===== src/hw/rtl/bucket_hash_insert_defines.svh =====
// Assertion macros for the bucket hash insert block.
// Taken in by the top level; no other dependencies.
`ifndef BUCKET_HASH_INSERT_DEFINES_SVH
`define BUCKET_HASH_INSERT_DEFINES_SVH

// check the consequent in the same cycle as the antecedent
`define BHI_ASSERT_NOW(label, clk, rst, ante, cons, msg) \
   label: assert property (@(posedge clk) disable iff (rst) (ante) |-> (cons)) \
      else $error(msg);

// check the consequent in the cycle after the antecedent
`define BHI_ASSERT_NEXT(label, clk, rst, ante, cons, msg) \
   label: assert property (@(posedge clk) disable iff (rst) (ante) |=> (cons)) \
      else $error(msg);

`endif


===== src/hw/rtl/bhi_pkg.sv =====
// Package for the bucket hash insert block: field widths, codes, state and
// controller/datapath command and status types. No dependencies.
`default_nettype none

package bhi_pkg;

   localparam int KEY_W             = 31;
   localparam int ROW_FIELD_W       = 4;
   localparam int SLOT_FIELD_W      = 2;
   localparam int STATUS_W          = 2;
   localparam int DEF_ROW_COUNT     = 11;
   localparam int DEF_SLOTS_PER_ROW = 3;

   localparam int HASH_DIGIT_W = 4;
   localparam int HASH_STEPS   = (KEY_W + HASH_DIGIT_W - 1) / HASH_DIGIT_W;
   localparam int HASH_CNT_W   = $clog2(HASH_STEPS);

   localparam logic CMD_INSERT = 1'b0;
   localparam logic CMD_READ   = 1'b1;

   typedef enum logic [STATUS_W-1:0] {
      STATUS_INSERTED,
      STATUS_FULL,
      STATUS_ZERO,
      STATUS_READ
   } status_type;

   typedef enum logic [2:0] {
      S_CLEAR,
      S_IDLE,
      S_READ_RD,
      S_READ_CHK,
      S_HASH,
      S_PROBE_RD,
      S_PROBE_CHK,
      S_DONE
   } state_type;

   typedef struct packed {
      logic clear_step;
      logic capture;
      logic set_zero;
      logic read_rd;
      logic read_cap;
      logic hash_step;
      logic probe_start;
      logic probe_rd;
      logic probe_next;
      logic probe_write;
      logic set_full;
      logic load_out;
   } ctrl_cmd_type;

   typedef struct packed {
      logic clear_last;
      logic in_read;
      logic in_zero;
      logic hash_last;
      logic found;
      logic probe_last;
      logic out_free;
   } dp_sts_type;

endpackage

`default_nettype wire


===== src/hw/rtl/bhi_req_if.sv =====
// Request channel interface: valid/ready handshake and the request fields.
// Depends on bhi_pkg.
`default_nettype none

interface bhi_req_if
   import bhi_pkg::*;
();
   logic                    valid;
   logic                    ready;
   logic                    command;
   logic [KEY_W-1:0]        key;
   logic [ROW_FIELD_W-1:0]  read_row;
   logic [SLOT_FIELD_W-1:0] read_slot;

   modport source (output valid, command, key, read_row, read_slot, input ready);
   modport sink (input valid, command, key, read_row, read_slot, output ready);
endinterface

`default_nettype wire


===== src/hw/rtl/bhi_rsp_if.sv =====
// Response channel interface: valid/ready handshake and the result fields.
// Depends on bhi_pkg.
`default_nettype none

interface bhi_rsp_if
   import bhi_pkg::*;
();
   logic                    valid;
   logic                    ready;
   logic [STATUS_W-1:0]     status;
   logic [ROW_FIELD_W-1:0]  placed_row;
   logic [SLOT_FIELD_W-1:0] placed_slot;
   logic [KEY_W-1:0]        read_value;

   modport source (output valid, status, placed_row, placed_slot, read_value, input ready);
   modport sink (input valid, status, placed_row, placed_slot, read_value, output ready);
endinterface

`default_nettype wire


===== src/hw/rtl/bhi_ram.sv =====
// Generic single-write, single-read RAM with registered read data.
// No dependencies.
`default_nettype none

module bhi_ram #(
   parameter int WIDTH = 8,
   parameter int DEPTH = 16,
   parameter int AW    = (DEPTH > 1) ? $clog2(DEPTH) : 1
) (
   input  wire logic             clock,
   input  wire logic             wr_en,
   input  wire logic [AW-1:0]    wr_addr,
   input  wire logic [WIDTH-1:0] wr_data,
   input  wire logic             rd_en,
   input  wire logic [AW-1:0]    rd_addr,
   output      logic [WIDTH-1:0] rd_data
);

   logic [WIDTH-1:0] mem_ff [DEPTH];
   logic [WIDTH-1:0] rd_data_ff;

   always_ff @(posedge clock) begin
      if (wr_en) begin
         mem_ff[wr_addr] <= wr_data;
      end
      if (rd_en) begin
         rd_data_ff <= mem_ff[rd_addr];
      end
   end

   assign rd_data = rd_data_ff;

endmodule

`default_nettype wire


===== src/hw/rtl/bhi_ctrl.sv =====
// Controller state machine for the bucket hash insert block.
// Depends on bhi_pkg; drives commands to bhi_dp and reads its status.
`default_nettype none

module bhi_ctrl
   import bhi_pkg::*;
(
   input  wire logic         clock,
   input  wire logic         reset,
   input  wire logic         req_valid,
   output      logic         req_ready,
   input  wire dp_sts_type   sts,
   output      ctrl_cmd_type cmd
);

   state_type state_ff;
   state_type state_in;
   logic      accept;

   assign req_ready = (state_ff == S_IDLE) && !reset;
   assign accept    = req_valid && req_ready;

   always_ff @(posedge clock) begin
      if (reset) begin
         state_ff <= S_CLEAR;
      end else begin
         state_ff <= state_in;
      end
   end

   always_comb begin
      state_in = state_ff;
      cmd      = '0;
      case (state_ff)
         S_CLEAR: begin
            cmd.clear_step = 1'b1;
            if (sts.clear_last) begin
               state_in = S_IDLE;
            end
         end
         S_IDLE: begin
            if (accept) begin
               cmd.capture = 1'b1;
               if (sts.in_read) begin
                  state_in = S_READ_RD;
               end else if (sts.in_zero) begin
                  cmd.set_zero = 1'b1;
                  state_in     = S_DONE;
               end else begin
                  state_in = S_HASH;
               end
            end
         end
         S_READ_RD: begin
            cmd.read_rd = 1'b1;
            state_in    = S_READ_CHK;
         end
         S_READ_CHK: begin
            cmd.read_cap = 1'b1;
            state_in     = S_DONE;
         end
         S_HASH: begin
            cmd.hash_step = 1'b1;
            if (sts.hash_last) begin
               cmd.probe_start = 1'b1;
               state_in        = S_PROBE_RD;
            end
         end
         S_PROBE_RD: begin
            cmd.probe_rd = 1'b1;
            state_in     = S_PROBE_CHK;
         end
         S_PROBE_CHK: begin
            if (sts.found) begin
               cmd.probe_write = 1'b1;
               state_in        = S_DONE;
            end else if (sts.probe_last) begin
               cmd.set_full = 1'b1;
               state_in     = S_DONE;
            end else begin
               cmd.probe_next = 1'b1;
               state_in       = S_PROBE_RD;
            end
         end
         S_DONE: begin
            if (sts.out_free) begin
               cmd.load_out = 1'b1;
               state_in     = S_IDLE;
            end
         end
         default: begin
            state_in = S_CLEAR;
         end
      endcase
   end

endmodule

`default_nettype wire


===== src/hw/rtl/bhi_dp.sv =====
// Datapath for the bucket hash insert block: row RAM, hash unit, probe
// counters and result registers. Depends on bhi_pkg and bhi_ram.
`default_nettype none

module bhi_dp
   import bhi_pkg::*;
#(
   parameter int ROW_COUNT     = DEF_ROW_COUNT,
   parameter int SLOTS_PER_ROW = DEF_SLOTS_PER_ROW
) (
   input  wire logic                    clock,
   input  wire logic                    reset,
   input  wire ctrl_cmd_type            cmd,
   output      dp_sts_type              sts,
   input  wire logic                    req_command,
   input  wire logic [KEY_W-1:0]        req_key,
   input  wire logic [ROW_FIELD_W-1:0]  req_read_row,
   input  wire logic [SLOT_FIELD_W-1:0] req_read_slot,
   output      logic                    rsp_valid,
   input  wire logic                    rsp_ready,
   output      logic [STATUS_W-1:0]     rsp_status,
   output      logic [ROW_FIELD_W-1:0]  rsp_placed_row,
   output      logic [SLOT_FIELD_W-1:0] rsp_placed_slot,
   output      logic [KEY_W-1:0]        rsp_read_value
);

   localparam int ROW_W    = $clog2(ROW_COUNT);
   localparam int SLOT_W   = (SLOTS_PER_ROW > 1) ? $clog2(SLOTS_PER_ROW) : 1;
   localparam int ROW_BITS = SLOTS_PER_ROW * KEY_W;
   localparam int PAD_W    = HASH_STEPS * HASH_DIGIT_W;
   localparam logic [ROW_W:0]   ROW_LIM  = (ROW_W + 1)'(ROW_COUNT);
   localparam logic [ROW_W-1:0] ROW_LAST = ROW_W'(ROW_COUNT - 1);

   logic [ROW_W-1:0]        clr_row_ff;
   logic [ROW_W-1:0]        clr_row_in;
   logic [KEY_W-1:0]        key_ff;
   logic [PAD_W-1:0]        key_sh_ff;
   logic [PAD_W-1:0]        key_sh_in;
   logic [ROW_FIELD_W-1:0]  rrow_ff;
   logic [SLOT_FIELD_W-1:0] rslot_ff;
   logic [ROW_W-1:0]        rem_ff;
   logic [ROW_W-1:0]        rem_in;
   logic [HASH_CNT_W-1:0]   hash_cnt_ff;
   logic [HASH_CNT_W-1:0]   hash_cnt_in;
   logic [ROW_W-1:0]        probe_row_ff;
   logic [ROW_W-1:0]        probe_row_in;
   logic [ROW_W-1:0]        tried_ff;
   logic [ROW_W-1:0]        tried_in;

   status_type              pend_status_ff;
   status_type              pend_status_in;
   logic [ROW_FIELD_W-1:0]  pend_row_ff;
   logic [ROW_FIELD_W-1:0]  pend_row_in;
   logic [SLOT_FIELD_W-1:0] pend_slot_ff;
   logic [SLOT_FIELD_W-1:0] pend_slot_in;
   logic [KEY_W-1:0]        pend_value_ff;
   logic [KEY_W-1:0]        pend_value_in;

   logic                    out_valid_ff;
   logic                    out_valid_in;
   status_type              out_status_ff;
   logic [ROW_FIELD_W-1:0]  out_row_ff;
   logic [SLOT_FIELD_W-1:0] out_slot_ff;
   logic [KEY_W-1:0]        out_value_ff;

   logic                    ram_wr_en;
   logic [ROW_W-1:0]        ram_wr_addr;
   logic [ROW_BITS-1:0]     ram_wr_data;
   logic                    ram_rd_en;
   logic [ROW_W-1:0]        ram_rd_addr;
   logic [ROW_BITS-1:0]     ram_rd_data;

   logic                    found;
   logic [SLOT_W-1:0]       found_slot;
   logic [ROW_BITS-1:0]     merged_row;
   logic [KEY_W-1:0]        read_word;
   logic                    read_in_range;

   bhi_ram #(
      .WIDTH (ROW_BITS),
      .DEPTH (ROW_COUNT),
      .AW    (ROW_W)
   ) u_row_ram (
      .clock   (clock),
      .wr_en   (ram_wr_en),
      .wr_addr (ram_wr_addr),
      .wr_data (ram_wr_data),
      .rd_en   (ram_rd_en),
      .rd_addr (ram_rd_addr),
      .rd_data (ram_rd_data)
   );

   // radix-16 remainder by ROW_COUNT, most significant digit first
   always_comb begin
      logic [ROW_W:0]          r;
      logic [HASH_DIGIT_W-1:0] digit;
      digit = key_sh_ff[PAD_W-1 -: HASH_DIGIT_W];
      r     = {1'b0, rem_ff};
      for (int i = HASH_DIGIT_W - 1; i >= 0; i--) begin
         r = {r[ROW_W-1:0], digit[i]};
         if (r >= ROW_LIM) begin
            r = r - ROW_LIM;
         end
      end
      rem_in = r[ROW_W-1:0];
   end

   // lowest empty slot of the probed row, and the row with the key merged in
   always_comb begin
      found      = 1'b0;
      found_slot = '0;
      for (int s = SLOTS_PER_ROW - 1; s >= 0; s--) begin
         if (ram_rd_data[s*KEY_W +: KEY_W] == '0) begin
            found      = 1'b1;
            found_slot = SLOT_W'(s);
         end
      end
      merged_row = ram_rd_data;
      for (int s = 0; s < SLOTS_PER_ROW; s++) begin
         if (32'(found_slot) == s) begin
            merged_row[s*KEY_W +: KEY_W] = key_ff;
         end
      end
   end

   always_comb begin
      read_in_range = (32'(rrow_ff) < ROW_COUNT) && (32'(rslot_ff) < SLOTS_PER_ROW);
      read_word     = '0;
      for (int s = 0; s < SLOTS_PER_ROW; s++) begin
         if (32'(rslot_ff) == s) begin
            read_word = ram_rd_data[s*KEY_W +: KEY_W];
         end
      end
      if (!read_in_range) begin
         read_word = '0;
      end
   end

   always_comb begin
      ram_wr_en   = cmd.clear_step || cmd.probe_write;
      ram_wr_addr = cmd.clear_step ? clr_row_ff : probe_row_ff;
      ram_wr_data = cmd.clear_step ? '0 : merged_row;
      ram_rd_en   = cmd.probe_rd || cmd.read_rd;
      ram_rd_addr = cmd.probe_rd ? probe_row_ff : ROW_W'(rrow_ff);
   end

   always_comb begin
      clr_row_in   = cmd.clear_step ? clr_row_ff + 1'b1 : clr_row_ff;
      key_sh_in    = key_sh_ff;
      hash_cnt_in  = hash_cnt_ff;
      probe_row_in = probe_row_ff;
      tried_in     = tried_ff;
      if (cmd.capture) begin
         key_sh_in   = PAD_W'(req_key);
         hash_cnt_in = '0;
      end else if (cmd.hash_step) begin
         key_sh_in   = key_sh_ff << HASH_DIGIT_W;
         hash_cnt_in = hash_cnt_ff + 1'b1;
      end
      if (cmd.probe_start) begin
         probe_row_in = rem_in;
         tried_in     = '0;
      end else if (cmd.probe_next) begin
         probe_row_in = (probe_row_ff == ROW_LAST) ? '0 : probe_row_ff + 1'b1;
         tried_in     = tried_ff + 1'b1;
      end
   end

   always_comb begin
      pend_status_in = pend_status_ff;
      pend_row_in    = pend_row_ff;
      pend_slot_in   = pend_slot_ff;
      pend_value_in  = pend_value_ff;
      if (cmd.set_zero) begin
         pend_status_in = STATUS_ZERO;
         pend_row_in    = '0;
         pend_slot_in   = '0;
         pend_value_in  = '0;
      end else if (cmd.set_full) begin
         pend_status_in = STATUS_FULL;
         pend_row_in    = '0;
         pend_slot_in   = '0;
         pend_value_in  = '0;
      end else if (cmd.probe_write) begin
         pend_status_in = STATUS_INSERTED;
         pend_row_in    = ROW_FIELD_W'(probe_row_ff);
         pend_slot_in   = SLOT_FIELD_W'(found_slot);
         pend_value_in  = '0;
      end else if (cmd.read_cap) begin
         pend_status_in = STATUS_READ;
         pend_row_in    = '0;
         pend_slot_in   = '0;
         pend_value_in  = read_word;
      end
   end

   always_comb begin
      out_valid_in = out_valid_ff;
      if (cmd.load_out) begin
         out_valid_in = 1'b1;
      end else if (rsp_ready) begin
         out_valid_in = 1'b0;
      end
   end

   always_ff @(posedge clock) begin
      if (reset) begin
         clr_row_ff   <= '0;
         out_valid_ff <= 1'b0;
      end else begin
         clr_row_ff   <= clr_row_in;
         out_valid_ff <= out_valid_in;
      end
   end

   always_ff @(posedge clock) begin
      if (cmd.capture) begin
         key_ff   <= req_key;
         rrow_ff  <= req_read_row;
         rslot_ff <= req_read_slot;
         rem_ff   <= '0;
      end else if (cmd.hash_step) begin
         rem_ff <= rem_in;
      end
      key_sh_ff      <= key_sh_in;
      hash_cnt_ff    <= hash_cnt_in;
      probe_row_ff   <= probe_row_in;
      tried_ff       <= tried_in;
      pend_status_ff <= pend_status_in;
      pend_row_ff    <= pend_row_in;
      pend_slot_ff   <= pend_slot_in;
      pend_value_ff  <= pend_value_in;
      if (cmd.load_out) begin
         out_status_ff <= pend_status_ff;
         out_row_ff    <= pend_row_ff;
         out_slot_ff   <= pend_slot_ff;
         out_value_ff  <= pend_value_ff;
      end
   end

   always_comb begin
      sts            = '0;
      sts.clear_last = (clr_row_ff == ROW_LAST);
      sts.in_read    = (req_command == CMD_READ);
      sts.in_zero    = (req_key == '0);
      sts.hash_last  = (hash_cnt_ff == HASH_CNT_W'(HASH_STEPS - 1));
      sts.found      = found;
      sts.probe_last = (tried_ff == ROW_LAST);
      sts.out_free   = !out_valid_ff || rsp_ready;
   end

   assign rsp_valid       = out_valid_ff;
   assign rsp_status      = out_status_ff;
   assign rsp_placed_row  = out_row_ff;
   assign rsp_placed_slot = out_slot_ff;
   assign rsp_read_value  = out_value_ff;

endmodule

`default_nettype wire


===== src/hw/rtl/bucket_hash_insert.sv =====
// Top level of the bucket hash insert block: hash table of ROW_COUNT rows by
// SLOTS_PER_ROW slots with linear probing. Depends on bhi_pkg, bhi_req_if,
// bhi_rsp_if, bhi_ctrl, bhi_dp and bucket_hash_insert_defines.svh.
//
//   channel    direction  handshake    payload
//   req_chan   in         valid/ready  command, key, read_row, read_slot
//   rsp_chan   out        valid/ready  status, placed_row, placed_slot, read_value
//
// One transaction at a time. Read: a RAM read state, then a capture state.
// Insert of a zero key: straight to the result. Insert: the hash unit takes
// the key one 4-bit digit at a time, most significant first, and each probed
// row costs a RAM read state and a check state.
// After reset a clearing pass writes zero to every row, with req_chan.ready
// low. A result waits in the output register; the next transaction is taken
// while it waits and holds only at its own end.
`default_nettype none
`include "bucket_hash_insert_defines.svh"

module bucket_hash_insert
   import bhi_pkg::*;
#(
   parameter int ROW_COUNT     = DEF_ROW_COUNT,
   parameter int SLOTS_PER_ROW = DEF_SLOTS_PER_ROW
) (
   input wire logic  clock,
   input wire logic  reset,
   bhi_req_if.sink   req_chan,
   bhi_rsp_if.source rsp_chan
);

   ctrl_cmd_type cmd;
   dp_sts_type   sts;
   logic         req_ready;

   bhi_ctrl u_ctrl (
      .clock     (clock),
      .reset     (reset),
      .req_valid (req_chan.valid),
      .req_ready (req_ready),
      .sts       (sts),
      .cmd       (cmd)
   );

   bhi_dp #(
      .ROW_COUNT     (ROW_COUNT),
      .SLOTS_PER_ROW (SLOTS_PER_ROW)
   ) u_dp (
      .clock           (clock),
      .reset           (reset),
      .cmd             (cmd),
      .sts             (sts),
      .req_command     (req_chan.command),
      .req_key         (req_chan.key),
      .req_read_row    (req_chan.read_row),
      .req_read_slot   (req_chan.read_slot),
      .rsp_valid       (rsp_chan.valid),
      .rsp_ready       (rsp_chan.ready),
      .rsp_status      (rsp_chan.status),
      .rsp_placed_row  (rsp_chan.placed_row),
      .rsp_placed_slot (rsp_chan.placed_slot),
      .rsp_read_value  (rsp_chan.read_value)
   );

   assign req_chan.ready = req_ready;

   `BHI_ASSERT_NOW(a_no_accept_in_clear, clock, reset, cmd.clear_step, !req_chan.ready, "request taken during clearing pass")
   `BHI_ASSERT_NOW(a_load_when_free, clock, reset, cmd.load_out, sts.out_free, "result loaded over a waiting result")
   `BHI_ASSERT_NEXT(a_one_at_a_time, clock, reset, req_chan.valid && req_chan.ready, !req_chan.ready, "second request taken while busy")
   `BHI_ASSERT_NOW(a_write_on_hit, clock, reset, cmd.probe_write, sts.found && !cmd.set_full, "row written without an empty slot")

endmodule

`default_nettype wire

===== src/flat_wrapper.sv =====
// flat-port wrapper written by rule: the top's interface ports become plain ports
module bucket_hash_insert_flat import bhi_pkg::*;
#(
   parameter int ROW_COUNT     = DEF_ROW_COUNT,
   parameter int SLOTS_PER_ROW = DEF_SLOTS_PER_ROW
)
  (clock, reset, req_chan_valid, req_chan_command, req_chan_key, req_chan_read_row, req_chan_read_slot, req_chan_ready, rsp_chan_valid, rsp_chan_status, rsp_chan_placed_row, rsp_chan_placed_slot, rsp_chan_read_value, rsp_chan_ready);
  bhi_req_if req_chan_i ();
  bhi_rsp_if rsp_chan_i ();
  input wire logic clock;
  input wire logic reset;
  input wire logic [$bits(req_chan_i.valid)-1:0] req_chan_valid;
  input wire logic [$bits(req_chan_i.command)-1:0] req_chan_command;
  input wire logic [$bits(req_chan_i.key)-1:0] req_chan_key;
  input wire logic [$bits(req_chan_i.read_row)-1:0] req_chan_read_row;
  input wire logic [$bits(req_chan_i.read_slot)-1:0] req_chan_read_slot;
  output wire logic [$bits(req_chan_i.ready)-1:0] req_chan_ready;
  output wire logic [$bits(rsp_chan_i.valid)-1:0] rsp_chan_valid;
  output wire logic [$bits(rsp_chan_i.status)-1:0] rsp_chan_status;
  output wire logic [$bits(rsp_chan_i.placed_row)-1:0] rsp_chan_placed_row;
  output wire logic [$bits(rsp_chan_i.placed_slot)-1:0] rsp_chan_placed_slot;
  output wire logic [$bits(rsp_chan_i.read_value)-1:0] rsp_chan_read_value;
  input wire logic [$bits(rsp_chan_i.ready)-1:0] rsp_chan_ready;
  assign req_chan_i.valid = req_chan_valid;
  assign req_chan_i.command = req_chan_command;
  assign req_chan_i.key = req_chan_key;
  assign req_chan_i.read_row = req_chan_read_row;
  assign req_chan_i.read_slot = req_chan_read_slot;
  assign req_chan_ready = req_chan_i.ready;
  assign rsp_chan_valid = rsp_chan_i.valid;
  assign rsp_chan_status = rsp_chan_i.status;
  assign rsp_chan_placed_row = rsp_chan_i.placed_row;
  assign rsp_chan_placed_slot = rsp_chan_i.placed_slot;
  assign rsp_chan_read_value = rsp_chan_i.read_value;
  assign rsp_chan_i.ready = rsp_chan_ready;
  bucket_hash_insert #(.ROW_COUNT(ROW_COUNT), .SLOTS_PER_ROW(SLOTS_PER_ROW)) u_core (.clock(clock), .reset(reset), .req_chan(req_chan_i), .rsp_chan(rsp_chan_i));
endmodule

===== config.mk =====
export PLATFORM = sky130hd
export DESIGN_NAME = bucket_hash_insert_flat
export DESIGN_NICKNAME = d
export VERILOG_FILES = /design/src/hw/rtl/bhi_pkg.sv /design/src/hw/rtl/bhi_req_if.sv /design/src/hw/rtl/bhi_rsp_if.sv /design/src/hw/rtl/bhi_ram.sv /design/src/hw/rtl/bhi_ctrl.sv /design/src/hw/rtl/bhi_dp.sv /design/src/hw/rtl/bucket_hash_insert.sv /design/src/flat_wrapper.sv
export VERILOG_INCLUDE_DIRS = /design/src /design/src/hw/rtl
export SDC_FILE = /design/constraint.sdc
export NUM_CORES = 2
export LEC_CHECK = 0
export BUFFER_PORTS_ARGS = -buffer_cell sky130_fd_sc_hd__buf_4
export CAP_MARGIN = 0
export CORE_MARGIN = 4
export CORE_UTILIZATION = 45
export CTS_CLUSTER_SIZE = 14
export DETAILED_ROUTE_END_ITERATION = 6
export GPL_TIMING_DRIVEN = 0
export MAX_ROUTING_LAYER = met4
export PLACE_DENSITY = 0.6
export SKIP_CTS_REPAIR_TIMING = 1
export SLEW_MARGIN = 10
export SYNTH_ARGS = -nofsm -noshare
export SYNTH_HDL_FRONTEND = slang
export SYNTH_SLANG_ARGS = --single-unit

===== constraint.sdc =====
create_clock -name clock -period 15.28 [get_ports clock]
set_input_delay 1.528 -clock clock [delete_from_list [all_inputs] [get_ports clock]]
set_output_delay 1.528 -clock clock [all_outputs]
set_load 0.01 [all_outputs]

### Word level (Yosys, flattened, before mapping)

Memory sizes are Yosys's and may differ from the RTL's. A register that Yosys moved wholly into a read port is not among the register bits.
Index checks and enable logic that the tools add are counted.

* memories kept: 1
* input port bits: 42
* memory bits (writable): 1023
* bits in registers: 170
* logic and storage cells: 140

* reductions and logical operators: 23
* order comparisons: 6
* eq/ne operators: 19
* multiplexer cells: 63
* add/sub/neg operators: 8

Memory list
* u_core.u_dp.u_row_ram.mem_ff: words 11, bits a word 93, read ports 1, clocked after memory_dff 1, wr ports 1, line bhi_ram.sv:19 `logic [WIDTH-1:0] mem_ff [DEPTH];`

Operators with widths (count)
* $mux 31: 9
* $logic_not 31->1: 4
* $mux 93: 1
* $mux 4: 11
* $mux 2: 13
* $pmux 3 s8: 1
* $mux 1: 21
* $mux 3: 7
* $ge 5x4->1 const B: 4
* $sub 4x4->4 const B: 4
* $eq 3x3->1 const B: 5
* $add 4x1->4 const B: 3
* $eq 4x4->1 const B: 3
* $reduce_bool 2->1: 4
* $eq 3x2->1 const B: 2
* $ne 2x1->1 const B: 3
* $eq 2x1->1 const B: 2
* $eq 2x2->1 const B: 2
* $logic_not 2->1: 2
* $lt 4x4->1 const B: 1
* $reduce_and 4->1: 1
* $add 3x1->3 const B: 1
* $eq 3x1->1 const B: 1
* $logic_and 1x1->1: 3
* 8 further kinds: 11

### Longest topological paths before layout

* depth in word-level cells: 9
* depth in mapped cells: 20
* gate-level depth less buffers: 20

### Cells and area by module

A second synthesis with hierarchy kept.

* cell total of the unflattened synthesis: 3160
* area total of the unflattened synthesis: 51902.3 µm²

Modules (own cells, without submodules)
* bhi_ram: cells an instance 2201, instances 1, area an instance 42798.5 µm²
* bhi_dp: cells an instance 918, instances 1, area an instance 8785.9 µm²
* bhi_ctrl: cells an instance 41, instances 1, area an instance 317.8 µm²

### Least setup slack after synthesis

Ideal clock, no wire load.

* path kind: register to register
* start point: reg u_core.u_ctrl.state_ff[1]
* end point: reg u_core.u_dp.u_row_ram.rd_data_ff[0] (netlist: u_core.u_dp.u_row_ram.rd_data[0]), read port of u_core.u_dp.u_row_ram.mem_ff (enable)
* cell stages (with the launch flop): 4
* clock period less this slack: 7870 ps
* setup slack: 7410 ps
* arrival time: 7197 ps
* buffers on the path: 1
* cell sequence: dfxtp_1 -> clkbuf_1 -> nand2b_1 -> o21ai_0

* longest elaborated chain between the ends: 3
* elaborated cells between the ends (all ways): 6
* classes of those cells: eq/ne: 2; mux: 3; reduce/logical: 1

Ends and longest elaborated chain
* start: declaration: line bhi_ctrl.sv:16 `state_type state_ff;`
* start signal: assignment: line bhi_ctrl.sv:27 `state_ff <= state_in;`
* $eq 3x3->1 or $eq 3x2->1 (tied branches): line bhi_ctrl.sv:34 `case (state_ff)`
* $mux 1: line bhi_ctrl.sv:34
* $logic_or 1x1->1 *: line bhi_dp.sv:143 `ram_rd_en = cmd.probe_rd || cmd.read_rd;`
* named net u_core.u_dp.ram_rd_en: line bhi_dp.sv:69 `logic ram_rd_en;`
* end: declaration: line bhi_ram.sv:20 `logic [WIDTH-1:0] rd_data_ff;`

Mark *: on every way through the listed nets, which the timed path passes. The rest lies on a longest branch.
A chain may end at the register's enable or synchronous reset.

### Final worst setup path

* start point: reg u_core.u_ctrl.state_ff[2]
* end point: reg u_core.u_dp.u_row_ram.rd_data_ff[29] (netlist: u_core.u_dp.u_row_ram.rd_data[29]), read port of u_core.u_dp.u_row_ram.mem_ff, data pin

* longest elaborated chain between the ends: 3
* elaborated cells between the ends (all ways): 6
* classes of those cells: eq/ne: 2; mux: 3; reduce/logical: 1

Ends and longest elaborated chain (line)
* $eq 3x3->1 or $eq 3x2->1 (tied branches): bhi_ctrl.sv:34
* $mux 1: bhi_ctrl.sv:34
* $mux 4 or $logic_or 1x1->1 (tied branches): bhi_dp.sv:144, bhi_dp.sv:143

Parallel ways exist; a longest one is shown, timed or not.

==> flow_metrics.py <==
metrics = {
    "clock_network": {
        "cts_tree": "done",
        "clk_latency_ns": 0.76,
        "path_clk_slew_ns": 0.06,
        "cts_max_level": 4,
        "cts_max_path_buffers": 3,
        "cts_sinks": 1286,
        "cts_buffers": 137,
        "cts_root_buffer": "clkbuf_16",
    },
    "setup_path": {
        "crit_fanout": 10,
        "critPathLaunch": "u_core.u_ctrl.state_ff[2]$_SDFFE_PP0P_",
        "cpMaxStageDelayCell": "clkbuf_1",
        "path_common_cell": "clkbuf_1",
        "path_class": "register to register",
        "r2r_slack_ns": 9.78,
        "critPathTopFamily": "buffers and inverters",
        "cp_slowest_stage_delay_ns": 1.02,
        "crit_buf_inv": 5,
        "r2r.worst_path.cells": 9,
        "reg2reg_to": "u_core.u_dp.u_row_ram.rd_data[29]$_DFFE_PP_",
        "timing.rr.start": "u_core.u_ctrl.state_ff[2]$_SDFFE_PP0P_",
        "required_ns": 15.84,
        "cp_data_arrival_time_ns": 6.06,
        "critPathLaunchType": "register",
        "end_kind": "register",
        "worstPathCellList": "nand3b_1 > mux2_2 > clkbuf_2 > clkbuf_1 > clkbuf_2 > clkbuf_1 > clkbuf_1 > a211oi_1 > a21oi_1",
    },
    "yosys": {
        "synthSimpleGateAreaFrac_pct": 13.3,
        "synth_edf_count": 1227,
        "netlist_area_um2": 51300,
        "synthDistinctLibCells": 70,
        "synth_compound_gate_area_share_pct": 8.59,
        "synth_ff_type": "edfxtp_1",
        "synth_area_leaders": "edfxtp_1 72%, nand2_1 7.9%, a21oi_1 2.6%",
        "ys_seq_elements": 1286,
        "synthMuxAreaShare_pct": 1.55,
        "ys_warn_count": 0,
        "syn-num-nets": 4013,
        "synth_fa_ha_area_share_pct": 0.244,
        "syn_inst": 3961,
        "synth_top_area_cell": "edfxtp_1",
        "yosysSeqAreaShare_pct": 74.1,
        "syn_area_per_cell_um2": 13.0,
        "synth_top_family_by_area": "simple AND/OR/NAND/NOR gates",
        "yosys.cell_count.top_type": "edfxtp_1",
        "synth_async_sr_flop_share_pct": 0,
        "synth_top_cell_area_share_pct": 71.8,
        "synth_xor_area_share_pct": 0.120,
        "synth_common_cells": "1227 x edfxtp_1, 1076 x nand2_1, 265 x a21oi_1, 240 x clkbuf_1, 196 x nand3_1",
    },
    "route": {
        "final_antenna_net_count": 0,
        "wire_per_inst_um": 26.6,
        "vias_per_cell": 5.88,
        "vias": 34400,
        "initialDrtViolationCount": 4156,
        "drc_errors": 0,
        "first_pass_iters": 5,
        "wirelength_um": 155000,
    },
    "die": {
        "io_pins": 83,
        "placementRows": 123,
        "die_h_um": 346,
        "start_util_pct": 45.5,
        "die_w_um": 346,
        "core-area_um2": 113000,
        "die_area_um2": 119000,
    },
    "placed_design": {
        "gp_congestion": 1.01,
        "port_buffers": 81,
        "place_hpwl_um": 108000,
    },
    "global_route": {
        "grt_pass1_vias": 32900,
        "grt_overflow": 0,
        "grt_max_degree": 35,
        "track_usage_pct": 26.1,
        "grt_pass1_wl_um": 224000,
        "antenna_found_initial": 5,
    },
    "finish": {
        "finalNetCount": 4285,
        "final_util_pct": 52.6,
        "drive_gt1_share_pct": 8.46,
        "regArea_um2": 38000,
        "multi_input_area_um2": 12300,
        "num-fill-cells": 9360,
        "area_growth_pct": 15.6,
    },
    "min_path": {
        "holdPathStages": 0,
        "holdCritPathClass": "register to register",
        "min_to": "u_core.u_dp.rsp_read_value[18]$_DFFE_PP_",
        "hold_start": "u_core.u_dp.pend_value_ff[18]$_SDFFE_PP0P_",
    },
    "flow_run": {
        "max-cap-violations": 0,
    },
    "pwr": {
        "peakVddDrop_v": 0.000109,
        "cellLeakagePower_nw": 21.1,
        "powerDensity_nw_per_um2": 123,
    },
    "timing": {
        "whs_ns": 0.440,
        "hold_violations": 0,
        "finalCriticalPeriod_ns": 5.50,
        "setup-violations-final": 0,
        "fin_tns_setup_ns": 0,
        "max-slew-margin-rel_pct": 12.9,
        "fin_crit_sh_pct": 36.0,
        "maxClockFrequency_ghz": 0.182,
        "maxSlewViolCount": 0,
        "worstMarginPinSlew_ns": 1.31,
        "clock_skew_ns": 0.0399,
        "grt_setup_unrepaired": "false",
    },
    "outcome": {
        "status": "completed",
    },
}
flip-flops by register name (all words and copies together), names as in the netlist, 3 cells and up:
register                       cells
u_core.u_ctrl.state_ff             3
u_core.u_dp.clr_row_ff             4
u_core.u_dp.hash_cnt_ff            3
u_core.u_dp.key_ff                31
u_core.u_dp.key_sh_ff             32
u_core.u_dp.pend_row_ff            4
u_core.u_dp.pend_value_ff         31
u_core.u_dp.probe_row_ff           4
u_core.u_dp.rem_ff                 4
u_core.u_dp.rrow_ff                4
u_core.u_dp.rsp_placed_row         4
u_core.u_dp.rsp_read_value        31
u_core.u_dp.tried_ff               4
u_core.u_dp.u_row_ram.mem_ff    1023
u_core.u_dp.u_row_ram.rd_data     93
logic make-up (layout without fill, tap and decap cells):
family / after synthesis / count (layout)
AO/OA/AOI/OAI: 677 / 677
adder cells (fa/ha/maj): 10 / 10
flip-flops: 1286 / 1286
multiplexers: 78 / 78
buffers and inverters: 275 / 651
AND/OR/NAND/NOR: 1628 / 1628
XOR/XNOR: 7 / 7
other: 0 / 2
area by class of cell:
| class | count | share of cell area [%] |
|---|---|---|
| plain buffers | 265 | 1.72 |
| repair buffers | 133 | 2.84 |
| flip-flops and latches | 1286 | 64.1 |
| well taps | 1500 | 3.16 |
| clock inverters | 67 | 0.998 |
| clock buffers | 176 | 6.28 |
| inverters | 10 | 0.0633 |
| diodes | 2 | 0.00844 |
| multi-input cells | 2400 | 20.8 |
report_power, final:
part / total (W) / switching [W] / internal [W]
registers: 0.00392 / 0.0000188 / 0.00390
clock network: 0.00321 / 0.00138 / 0.00183
logic: 0.000184 / 0.000123 / 0.0000614
total: 0.00732 / 0.00152 / 0.00580
through the flow:
step / instances / cell area, um2 / power (W) / setup slack (ns)
after global routing: 5838 / 59300 / 0.00752 / 9.63
after CTS: 5836 / 59300 / 0.00735 / 9.77
after global placement: 5542 / 53800 / 0.00418 / 3.32
after detailed placement: 5593 / 55000 / 0.00418 / 9.77
after floorplan: 3961 / 51300 / 0.00410 / 7.41
final: 5839 / 59300 / 0.00732 / 9.78
layer usage:
metal  global-route usage [%]  vias up  wire (um)
met1                     35.1    17200      64000
met5                        -        -          0
met4                     8.93        0       5540
met2                     39.3     1654      70100
met3                     6.32      289      15600
li1                         -    15200          -
cells in the final DEF, fill, tap and decap left out, types with 69 or more instances in the layout:
cell and instances:
buf_4 81, and3_1 97, clkbuf_16 143, mux2i_1 69, a31oi_1 99, nor2_1 155
nand2_1 1076, nand3_1 196, a211oi_1 96, a311oi_1 94, edfxtp_1 1227, clkbuf_1 260
a21oi_1 265
worst max-delay path by stage:
stage | to | cells past startpoint
after floorplan | u_core.u_dp.u_row_ram.rd_data[0]$_DFFE_PP_ | 3
after global placement | u_core.u_dp.u_row_ram.rd_data[58]$_DFFE_PP_ | 3
after detailed placement | u_core.u_dp.u_row_ram.rd_data[39]$_DFFE_PP_ | 10
after CTS | u_core.u_dp.u_row_ram.rd_data[39]$_DFFE_PP_ | 10
after global routing | u_core.u_dp.u_row_ram.rd_data[41]$_DFFE_PP_ | 10
final | u_core.u_dp.u_row_ram.rd_data[29]$_DFFE_PP_ | 9
Power figures use the tool's default switching activity.
